File: src/hdl/csvtok_pkg.sv
// Shared types and constants for the CSV/TSV tokenizer.
// No dependencies; imported by every module of the block.
`default_nettype none

package csvtok_pkg;

  localparam int UnitWidth = 16;

  localparam logic [UnitWidth-1:0] CH_QUOTE   = 16'd34;
  localparam logic [UnitWidth-1:0] CH_LF      = 16'd10;
  localparam logic [UnitWidth-1:0] CH_CR      = 16'd13;
  localparam logic [UnitWidth-1:0] SEP_RESET  = 16'd44;

  // Result kinds as they appear on the output.
  typedef enum logic [1:0] {
    KIND_CHAR   = 2'd0,
    KIND_CELL   = 2'd1,
    KIND_RECORD = 2'd2
  } kind_t;

  // Quoting mode, one-hot.
  typedef enum logic [2:0] {
    MODE_OUT   = 3'b001,
    MODE_IN    = 3'b010,
    MODE_QSEEN = 3'b100
  } mode_t;

  typedef struct packed {
    mode_t mode;
    logic  cell_nonempty;
    logic  row_started;
    logic  row_value_seen;
    logic  header_passed;
  } tok_state_t;

  localparam tok_state_t STATE_RESET = '{
    mode:           MODE_OUT,
    cell_nonempty:  1'b0,
    row_started:    1'b0,
    row_value_seen: 1'b0,
    header_passed:  1'b0
  };

  typedef struct packed {
    logic                 valid;
    kind_t                kind;
    logic [UnitWidth-1:0] ch;
    logic                 has_value;
    logic                 header;
  } tok_result_t;

endpackage

`default_nettype wire

File: src/hdl/csvtok_space.sv
// Whitespace classifier for one UTF-16 code unit.
// Depends on csvtok_pkg.
`default_nettype none

module csvtok_space (
  input  wire logic [csvtok_pkg::UnitWidth-1:0] unit,
  output logic                                  is_space
);
  import csvtok_pkg::*;

  always_comb begin
    is_space = (unit >= 16'd9 && unit <= 16'd13)
            || unit == 16'd32 || unit == 16'd133 || unit == 16'd160
            || unit == 16'd5760
            || (unit >= 16'd8192 && unit <= 16'd8202)
            || unit == 16'd8232 || unit == 16'd8233 || unit == 16'd8239
            || unit == 16'd8287 || unit == 16'd12288;
  end

endmodule

`default_nettype wire

File: src/hdl/csvtok_step.sv
// Tokenizer state register and the per-word next-state / result logic.
// Depends on csvtok_pkg and csvtok_space.
`default_nettype none

module csvtok_step (
  input  wire logic                                  clk,
  input  wire logic                                  rst,
  input  wire logic                                  advance,
  input  wire logic [csvtok_pkg::UnitWidth-1:0]      unit,
  input  wire logic                                  eot,
  input  wire logic [csvtok_pkg::UnitWidth-1:0]      separator,
  output csvtok_pkg::tok_result_t                    result
);
  import csvtok_pkg::*;

  tok_state_t state;
  tok_state_t state_next;
  logic       unit_space;
  logic       go_outside;

  csvtok_space u_space (
    .unit     (unit),
    .is_space (unit_space)
  );

  always_comb begin
    state_next = state;
    result     = '{valid: 1'b0, kind: KIND_CHAR, ch: '0, has_value: 1'b0, header: 1'b0};
    go_outside = 1'b0;

    if (eot) begin
      // Close a partial row, then start over as a fresh text.
      if (state.cell_nonempty || state.row_started) begin
        result.valid     = 1'b1;
        result.kind      = KIND_RECORD;
        result.has_value = state.row_value_seen;
        result.header    = !state.header_passed;
      end
      state_next = STATE_RESET;
    end else begin
      case (state.mode)
        MODE_IN: begin
          if (unit == CH_QUOTE) begin
            state_next.mode = MODE_QSEEN;
          end else begin
            result.valid = 1'b1;
            result.ch    = unit;
            state_next.cell_nonempty = 1'b1;
            if (!unit_space) state_next.row_value_seen = 1'b1;
          end
        end
        MODE_QSEEN: begin
          if (unit == CH_QUOTE) begin
            // Doubled quote: one literal quote, stay quoted.
            state_next.mode = MODE_IN;
            result.valid = 1'b1;
            result.ch    = CH_QUOTE;
            state_next.cell_nonempty  = 1'b1;
            state_next.row_value_seen = 1'b1;
          end else begin
            go_outside = 1'b1;
          end
        end
        default: go_outside = 1'b1;
      endcase

      if (go_outside) begin
        state_next.mode = MODE_OUT;
        if (unit == CH_QUOTE) begin
          state_next.mode = MODE_IN;
        end else if (unit == separator) begin
          state_next.cell_nonempty = 1'b0;
          state_next.row_started   = 1'b1;
          result.valid = 1'b1;
          result.kind  = KIND_CELL;
        end else if (unit == CH_LF) begin
          result.valid     = 1'b1;
          result.kind      = KIND_RECORD;
          result.has_value = state.row_value_seen;
          result.header    = !state.header_passed;
          state_next.header_passed  = 1'b1;
          state_next.cell_nonempty  = 1'b0;
          state_next.row_started    = 1'b0;
          state_next.row_value_seen = 1'b0;
        end else if (unit != CH_CR) begin
          result.valid = 1'b1;
          result.ch    = unit;
          state_next.cell_nonempty = 1'b1;
          if (!unit_space) state_next.row_value_seen = 1'b1;
        end
      end
    end
  end

  always_ff @(posedge clk) begin
    if (rst) begin
      state <= STATE_RESET;
    end else if (advance) begin
      state <= state_next;
    end
  end

endmodule

`default_nettype wire

File: src/hdl/csv_quoted_field_tokenizer.sv
// Top level of the CSV/TSV quoted-field tokenizer: input register, step logic,
// result register. Depends on csvtok_pkg, csvtok_step and csvtok_space.
//
// Usage:
//   Slave stream (s_*): one word per code unit. s_tdata carries the UTF-16
//   code unit, s_tlast set means end of text (no character; close any partial
//   row and return to the start of a new text whose first record is a header).
//   Master stream (m_*): at most one word per input word. m_tuser is the
//   event kind (0 cell character, 1 end of cell, 2 end of cell and record),
//   m_tdata holds the character and, for end of record, the has-value and
//   header flags. Words that cause no result (opening or closing quote,
//   carriage return outside quotes, an empty end of text) simply vanish.
//   Configuration: pulse cfg_we with cfg_wdata to set the field separator
//   (44 comma after reset, 9 for tab separated text). Write it only while
//   the block is idle.
// Timing:
//   A word accepted on s_* waits in the input register; its result is
//   captured in the result register, which drives m_*.
//   Throughput is one word per cycle while m_tready holds; the only loop
//   is the small tokenizer state update between the input and state registers.
// Reset (rst, synchronous): both stages empty, tokenizer state cleared, the
//   separator back to comma. When the receiver stalls, the result register
//   holds its word; the input register still drains words that give no
//   result, otherwise s_tready drops until m_tready frees the result stage.
`default_nettype none

module csv_quoted_field_tokenizer (
  input  wire logic                                 clk,
  input  wire logic                                 rst,
  // Configuration
  input  wire logic                                 cfg_we,
  input  wire logic [csvtok_pkg::UnitWidth-1:0]     cfg_wdata,
  // Input stream
  input  wire logic                                 s_tvalid,
  output logic                                      s_tready,
  input  wire logic [15:0]                          s_tdata,   // [15:0] code_unit
  input  wire logic                                 s_tlast,   // end_of_text
  // Result stream
  output logic                                      m_tvalid,
  input  wire logic                                 m_tready,
  output logic [23:0]                               m_tdata,   // [15:0] cell_char,
                                                               // [16] row_has_value,
                                                               // [17] header_row,
                                                               // [23:18] zero
  output logic [1:0]                                m_tuser    // [1:0] event_kind
);
  import csvtok_pkg::*;

  logic                 separator_valid_unused;
  logic [UnitWidth-1:0] separator;

  // Input register
  logic                 in_valid;
  logic [UnitWidth-1:0] in_unit;
  logic                 in_eot;

  // Result register
  logic                 out_valid;
  kind_t                out_kind;
  logic [UnitWidth-1:0] out_char;
  logic                 out_has_value;
  logic                 out_header;

  tok_result_t result;
  logic        out_free;
  logic        advance;

  assign separator_valid_unused = 1'b0;

  // Advance the input stage when the result stage can take the word, or when
  // the word yields nothing.
  assign out_free = !out_valid || m_tready;
  assign advance  = in_valid && (out_free || !result.valid);
  assign s_tready = !in_valid || advance;

  csvtok_step u_step (
    .clk       (clk),
    .rst       (rst),
    .advance   (advance),
    .unit      (in_unit),
    .eot       (in_eot),
    .separator (separator),
    .result    (result)
  );

  always_ff @(posedge clk) begin
    if (rst) begin
      separator <= SEP_RESET;
    end else if (cfg_we) begin
      separator <= cfg_wdata;
    end
  end

  always_ff @(posedge clk) begin
    if (rst) begin
      in_valid <= 1'b0;
    end else if (s_tvalid && s_tready) begin
      in_valid <= 1'b1;
    end else if (advance) begin
      in_valid <= 1'b0;
    end
  end

  always_ff @(posedge clk) begin
    if (s_tvalid && s_tready) begin
      in_unit <= s_tdata;
      in_eot  <= s_tlast;
    end
  end

  always_ff @(posedge clk) begin
    if (rst) begin
      out_valid <= 1'b0;
    end else if (advance && result.valid) begin
      out_valid <= 1'b1;
    end else if (m_tready) begin
      out_valid <= 1'b0;
    end
  end

  always_ff @(posedge clk) begin
    if (advance && result.valid) begin
      out_kind      <= result.kind;
      out_char      <= result.ch;
      out_has_value <= result.has_value;
      out_header    <= result.header;
    end
  end

  assign m_tvalid = out_valid;
  assign m_tuser  = out_kind;
  assign m_tdata  = {5'd0, separator_valid_unused, out_header, out_has_value, out_char};

endmodule

`default_nettype wire
File: config.mk
export PLATFORM = sky130hd
export DESIGN_NAME = csv_quoted_field_tokenizer
export DESIGN_NICKNAME = d
export VERILOG_FILES = /design/src/hdl/csvtok_pkg.sv /design/src/hdl/csvtok_space.sv /design/src/hdl/csvtok_step.sv /design/src/hdl/csv_quoted_field_tokenizer.sv
export SDC_FILE = /design/constraint.sdc
export NUM_CORES = 1
export LEC_CHECK = 0
export ABC_AREA = 1
export ABC_CLOCK_PERIOD_IN_PS = 3700
export BUFFER_PORTS_ARGS = -buffer_cell sky130_fd_sc_hd__buf_4
export CAP_MARGIN = 0
export CELL_PAD_IN_SITES_DETAIL_PLACEMENT = 0
export CELL_PAD_IN_SITES_GLOBAL_PLACEMENT = 2
export CORE_ASPECT_RATIO = 0.5
export CORE_UTILIZATION = 34
export DETAILED_ROUTE_END_ITERATION = 12
export PLACE_DENSITY_LB_ADDON = 0.2
export SLEW_MARGIN = 15
export SYNTH_ARGS = -nofsm -noshare
export SYNTH_HDL_FRONTEND = slang
export SYNTH_SLANG_ARGS = --single-unit
export TNS_END_PERCENT = 1
File: constraint.sdc
create_clock -name clk -period 3.7 [get_ports clk]
set_input_delay 0.37 -clock clk [delete_from_list [all_inputs] [get_ports clk]]
set_output_delay 0.37 -clock clk [all_outputs]
set_load 0.03 [all_outputs]
---- After elaboration in Yosys (flattened, before gate mapping) ----
Index checks and enable logic that the tools add are counted.
word-level totals
  register bits after elaboration ......... 62
  input port bits ......................... 38
operators by class
  magnitude comparators ................... 4
  equal/unequal tests ..................... 19
  muxes and demuxes ....................... 47
  reduce and logical (&&, ||, !) cells .... 32
operator list
  cell                    number
  $eq A16 B14 Y1 const B  5
  $mux W16                3
  $mux W21                2
  $eq A16 B6 Y1 const B   2
  $eq A16 B8 Y1 const B   2
  $pmux W16 S2            1
  $mux W1                 20
  $mux W18                1
  $eq A16 B13 Y1 const B  1
  $eq A16 B16 Y1          1
  $eq A16 B4 Y1 const B   1
  $ge A16 B14 Y1 const B  1
  $ge A16 B4 Y1 const B   1
  $le A16 B14 Y1 const B  1
  $le A16 B4 Y1 const B   1
  $ne A16 B4 Y1 const B   1
  $logic_or A1 B1 Y1      14
  $mux W2                 7
  $mux W7                 2
  $mux W3                 4
  $mux W4                 2
  $ne A4 B2 Y1 const B    2
  $pmux W4 S2             1
  $reduce_and A4 Y1       2
  11 further kinds        24

---- Depth between registers and ports, before layout ----
  depth after elaboration ................. 22
  depth in mapped cells ................... 16
  mapped depth without buffers ............ 15

---- By module ----
From an unflattened synthesis, not the netlist that was laid out.
second synthesis, totals
  cells, all modules ...................... 434
  area total of the unflattened synthesis .. 3329.4 um2
by module, submodules not included
  module                      times used  cells each  area an instance (um2)  seq. area each (um2)
  csv_quoted_field_tokenizer  1           133         1836.8                  1471.4
  csvtok_step                 1           224         1164.9                  140.1
  csvtok_space                1           77          327.8                   0.0

---- Least setup slack after synthesis ----
Ideal clock, no wire load.
  path type ............................... register to register
  start ................................... reg in_unit[14]
  end ..................................... reg in_eot (enable)
  library setup time ...................... 369 ps
  data arrival time ....................... 2047 ps
  data required time ...................... 3331 ps
  setup slack ............................. 1284 ps
  cell stages (with the launch flop) ...... 12
  clock period less this slack ............ 2416 ps
  cell sequence ........................... edfxtp_1 > nor2_4 > nand3_4 > nor2_8 > nand3_4 > nor2_1 > nand3_1 > nand2_1 > nand2_2 > nand3_1 > nand2_1 > inv_1
on the way
  word-level cells in the longest chain between the ends .. 14
  elaborated cells on any way between the ends .. 20
  classes of those cells .................. eq/ne (4); mux (11); reduce/logical (5)
ends and longest elaborated chain
  what                        RTL line                                                 source
  from (decl)                 csv_quoted_field_tokenizer.sv:54                         logic [UnitWidth-1:0] in_unit;
  from (signal assigned)      csv_quoted_field_tokenizer.sv:106                        in_unit <= s_tdata;
  $eq A16 B6 Y1               csvtok_step.sv:43, csvtok_step.sv:53, csvtok_step.sv:69
  $mux W1 (on tied branches)  csvtok_step.sv:53, csvtok_step.sv:43
  $pmux W1 S2                 csvtok_step.sv:41                                        case (state.mode)
  $mux W1                     csvtok_step.sv:85                                        end else if (unit != CH_CR) begin
  $mux W1                     csvtok_step.sv:76                                        end else if (unit == CH_LF) begin
  $mux W3                     csvtok_step.sv:71                                        end else if (unit == separator) begin
  $mux W21                    csvtok_step.sv:69                                        if (unit == CH_QUOTE) begin
  $mux W21 *                  csvtok_step.sv:67                                        if (go_outside) begin
  $mux W3 *                   csvtok_step.sv:31                                        if (eot) begin
  $logic_not A1 Y1 *          csv_quoted_field_tokenizer.sv:73                         assign advance = in_valid && (out_free || !result.valid);
  $logic_or A1 B1 Y1 *        csv_quoted_field_tokenizer.sv:73
  $logic_and A1 B1 Y1 *       csv_quoted_field_tokenizer.sv:73
  $logic_or A1 B1 Y1 *        csv_quoted_field_tokenizer.sv:74                         assign s_tready = !in_valid || advance;
  via s_tready                csv_quoted_field_tokenizer.sv:35                         output logic s_tready,
  $logic_and A1 B1 Y1 *       csv_quoted_field_tokenizer.sv:105                        if (s_tvalid && s_tready) begin
  to (signal assigned)        csv_quoted_field_tokenizer.sv:107                        in_eot <= s_tlast;
  to (decl)                   csv_quoted_field_tokenizer.sv:55                         logic in_eot;
The timed path passes the listed nets; every way through them passes the cells marked *. The select of a mux whose other input is x is not followed.
A chain may end at the register's enable or synchronous reset.

---- Worst setup path after layout ----
  start ................................... reg in_unit[13]
  end ..................................... reg out_char[8] (enable)
on the way
  word-level cells in the longest chain between the ends .. 13
  elaborated cells on any way between the ends .. 19
  classes of those cells .................. eq/ne (4); mux (11); reduce/logical (4)
ends and longest elaborated chain
  what                        RTL line                                                 source
  $eq A16 B6 Y1               csvtok_step.sv:43, csvtok_step.sv:53, csvtok_step.sv:69
  $mux W1 (on tied branches)  csvtok_step.sv:53, csvtok_step.sv:43
  $pmux W1 S2                 csvtok_step.sv:41
  $mux W1                     csvtok_step.sv:85
  $mux W1                     csvtok_step.sv:76
  $mux W3                     csvtok_step.sv:71
  $mux W21                    csvtok_step.sv:69
  $mux W21 *                  csvtok_step.sv:67
  $mux W3 *                   csvtok_step.sv:31
  $logic_not A1 Y1            csv_quoted_field_tokenizer.sv:73
  $logic_or A1 B1 Y1          csv_quoted_field_tokenizer.sv:73
  $logic_and A1 B1 Y1         csv_quoted_field_tokenizer.sv:73
  $logic_and A1 B1 Y1 *       csv_quoted_field_tokenizer.sv:122                        if (advance && result.valid) begin
  to (signal assigned)        csv_quoted_field_tokenizer.sv:124                        out_char <= result.ch;
  to (decl)                   csv_quoted_field_tokenizer.sv:60                         logic [UnitWidth-1:0] out_char;
Every way passes the cells marked *; elsewhere a longest branch is shown, timed or not. The select of a mux whose other input is x is not followed.

==> impl_metrics.env <==
export IMPL_status="finished, violations left"
export IMPL_violations="design-rule violations"
export IMPL_port_buffers=59
export IMPL_synth_top_area_frac=0.347
export IMPL_htreeDepth=3
export IMPL_drive_gt1_frac=0.239
export IMPL_critPathLaunchType="register"
export IMPL_cts_setup_buffers=0
export IMPL_yosys_area_top_type="edfxtp_1"
export IMPL_vdd_ir_drop_max_v=0.000224
export IMPL_dp_cells=548
export IMPL_routed_via_density=4.77
export IMPL_cts_sinks=62
export IMPL_p_sw_w=0.000431
export IMPL_cap_viol_max_count=0
export IMPL_drcViolationCount=3
export IMPL_hold_viol=0
export IMPL_gp_congestion=0.862
export IMPL_crit_required_ps=3650
export IMPL_p_sw_frac=0.237
export IMPL_final_cells=564
export IMPL_timing_fmax_mhz=377
export IMPL_clock_latency_ps=330
export IMPL_seqPwrFrac=0.439
export IMPL_min_period_ps=2650
export IMPL_p_per_area_nw_per_um2=455
export IMPL_crit_path_top_delay_cell="inv_1"
export IMPL_slew_headroom=0.474
export IMPL_final_max_slew_viol_count=0
export IMPL_cpPeakStageDelay_ps=540
export IMPL_avgSynthCellArea_um2=8.40
export IMPL_dr_total_vias=2691
export IMPL_die_h_um=70.6
export IMPL_overflow=0
export IMPL_internal_power_w=0.00139
export IMPL_worst_path_max_fanout=20
export IMPL_period_share=0.717
export IMPL_drt_initial_drc_count=158
export IMPL_path_class="register to register"
export IMPL_clkSlewWorstSetupHoldPaths_ps=50
export IMPL_finClkSkew_ps=9.41
export IMPL_power_frac_clock=0.448
export IMPL_wl_um=7800
export IMPL_cp_end_kind="register"
export IMPL_post_route_util=0.448
export IMPL_ios=66
export IMPL_syn_inst=381
export IMPL_finalNetCount=480
export IMPL_numCtsBuffers=9
export IMPL_fin_tns_setup_ps=0
export IMPL_yosysSeqAreaShare=0.503
export IMPL_yosysWarnings=0
export IMPL_ys_ff_latch=62
export IMPL_routedWlPerCell_um=13.8
export IMPL_clockBufferDepth=2
export IMPL_diodes=0
export IMPL_dieArea_um2=9830
export IMPL_totalPowerFinal_w=0.00182
export IMPL_hold_class="input pin to register"
export IMPL_ctsResizeCount=0
export IMPL_grt_start_max_net_pins=27
export IMPL_grt_setup_unrepaired="false"
export IMPL_grt_pass1_wl_um=12500
export IMPL_min_path_cells=1
export IMPL_p_leak_nw=1.80
export IMPL_antenna_found_initial=0
export IMPL_power_frac_comb=0.113
export IMPL_setup_viol=0
export IMPL_worstMarginPinSlew_ps=788
export IMPL_fp_dieW_um=139
export IMPL_synth_area_leaders="edfxtp_1, dfxtp_1, nand2_1, inv_1, nor2_1"
export IMPL_area_growth_synth_to_final_pct=24.9
export IMPL_hold_buffers=0
export IMPL_ant_nets=0
export IMPL_core_um2=8920
export IMPL_holdWs_ps=216
export IMPL_fp_row_count=24
export IMPL_synthesis_area_um2=3200
export IMPL_start_util=0.359
export IMPL_synth_distinct_cells=38
export IMPL_tritoncts="done"
export IMPL_arrival_ps=2610
export IMPL_dp_hpwl_um=6030
export IMPL_cp_cell_sequence="inv_2 -> nand3_4 -> nor2_8 -> nand3_4 -> nor2_1 -> nand3_1 -> nand2_1 -> nand2_2 -> nand2_4 -> nand2_4 -> clkinv_2 -> nand2_1 -> inv_1"
export IMPL_firstDrtPassIters=8
export IMPL_track_usage=0.166
export IMPL_grt_pass1_vias=2505
export IMPL_root_buffer="clkbuf_16"
export IMPL_r2r_cells=13
==> cells in the mapped netlist (all sizes together) <==
| cell type | instances |
|---|---|
| clkinv | 1 |
| nor3b | 1 |
| nand4 | 6 |
| nor3 | 18 |
| nand2 | 97 |
| nand3b | 1 |
| o21ai | 25 |
| nor4 | 1 |
| o21a | 1 |
| dfxtp | 25 |
| conb | 1 |
| o2111a | 1 |
| a21boi | 1 |
| buf | 11 |
| o31ai | 1 |
| clkbuf | 4 |
| nand3 | 24 |
| o21bai | 1 |
| inv | 54 |
| nor2 | 42 |
| edfxtp | 37 |
| o22ai | 1 |
| a21oi | 27 |
==> layout make-up <==
| type | instances | area [µm²] |
|---|---|---|
| Clock buffer | 14 | 254 |
| Multi-Input combinational cell | 254 | 1290 |
| Inverter | 55 | 208 |
| Fill cell | 941 | 4920 |
| Sequential cell | 62 | 1610 |
| Timing Repair Buffer | 60 | 450 |
| Tap cell | 117 | 146 |
| Clock inverter | 2 | 35.0 |
==> power by group through the flow <==
| stage | Combinational (W) | Sequential, W | Clock (W) |
|---|---|---|---|
| after floorplan | 0.000123 | 0.000822 | 0 |
| after global placement | 0.000206 | 0.000811 | 0 |
| after detailed placement | 0.000207 | 0.000812 | 0 |
| after CTS | 0.000208 | 0.000798 | 0.000834 |
| after global routing | 0.000228 | 0.000802 | 0.000867 |
| final | 0.000206 | 0.000798 | 0.000815 |
==> cells in the final DEF (no fill, tap or decap), types with 7 or more instances in the layout <==
cell type	instances
nor3_1	8
inv_2	7
inv_1	47
a21oi_1	26
buf_4	60
edfxtp_1	37
nand2_1	92
clkbuf_16	9
dfxtp_1	25
o21ai_0	23
nor3_2	10
nand3_1	19
nor2_1	38
==> through the flow <==
step / area [µm²] / setup slack, ps
2_1_floorplan: 3220 / 1280
6_report: 4000 / 1050
3_5_place_dp: 3710 / 1000
4_1_cts: 4000 / 1000
5_1_grt: 4000 / 808
3_3_place_gp: 3710 / 1060
==> registers in the layout, summed over array words and instances (netlist names) <==
| register | count |
|---|---|
| in_eot | 1 |
| in_unit | 16 |
| in_valid | 1 |
| m_tuser | 2 |
| m_tvalid | 1 |
| out_char | 16 |
| out_has_value | 1 |
| out_header | 1 |
| separator | 16 |
| u_step.state | 7 |
==> per-layer routing <==
metal	wire (µm)	vias to the layer above	track usage
li1	-	1363	-
met1	3800	1238	0.233
met2	3420	82	0.246
met3	515	8	0.0528
met4	57	0	0.0481
met5	0	-	0
==> final timing paths <==
kind / from / to / slack (ps)
setup / recovery: in_unit[13] / out_char[8] / 1050
hold / removal: s_tdata[11] / in_unit[11] / 220
setup reg to reg: in_unit[13] / out_char[8] / 1050
hold reg to reg: u_step.state[2] / u_step.state[2] / 460
==> worst max-delay path, delay by kind of cell, from the launching register on <==
family	cells	cell delay, ps
simple gates	10	970
buf+inv	3	800
flops	1	500
==> logic make-up (layout without fill, tap and decap cells) <==
group | count (synthesis) | in the layout | synth area share
AND/OR/NAND/NOR | 190 | 190 | 0.297
flip-flops | 62 | 62 | 0.503
other | 1 | 6 | 0.00117
buffers and inverters | 70 | 131 | 0.0989
AO/OA/AOI/OAI | 58 | 58 | 0.100
Note: power is estimated with default switching activity, not from simulation.
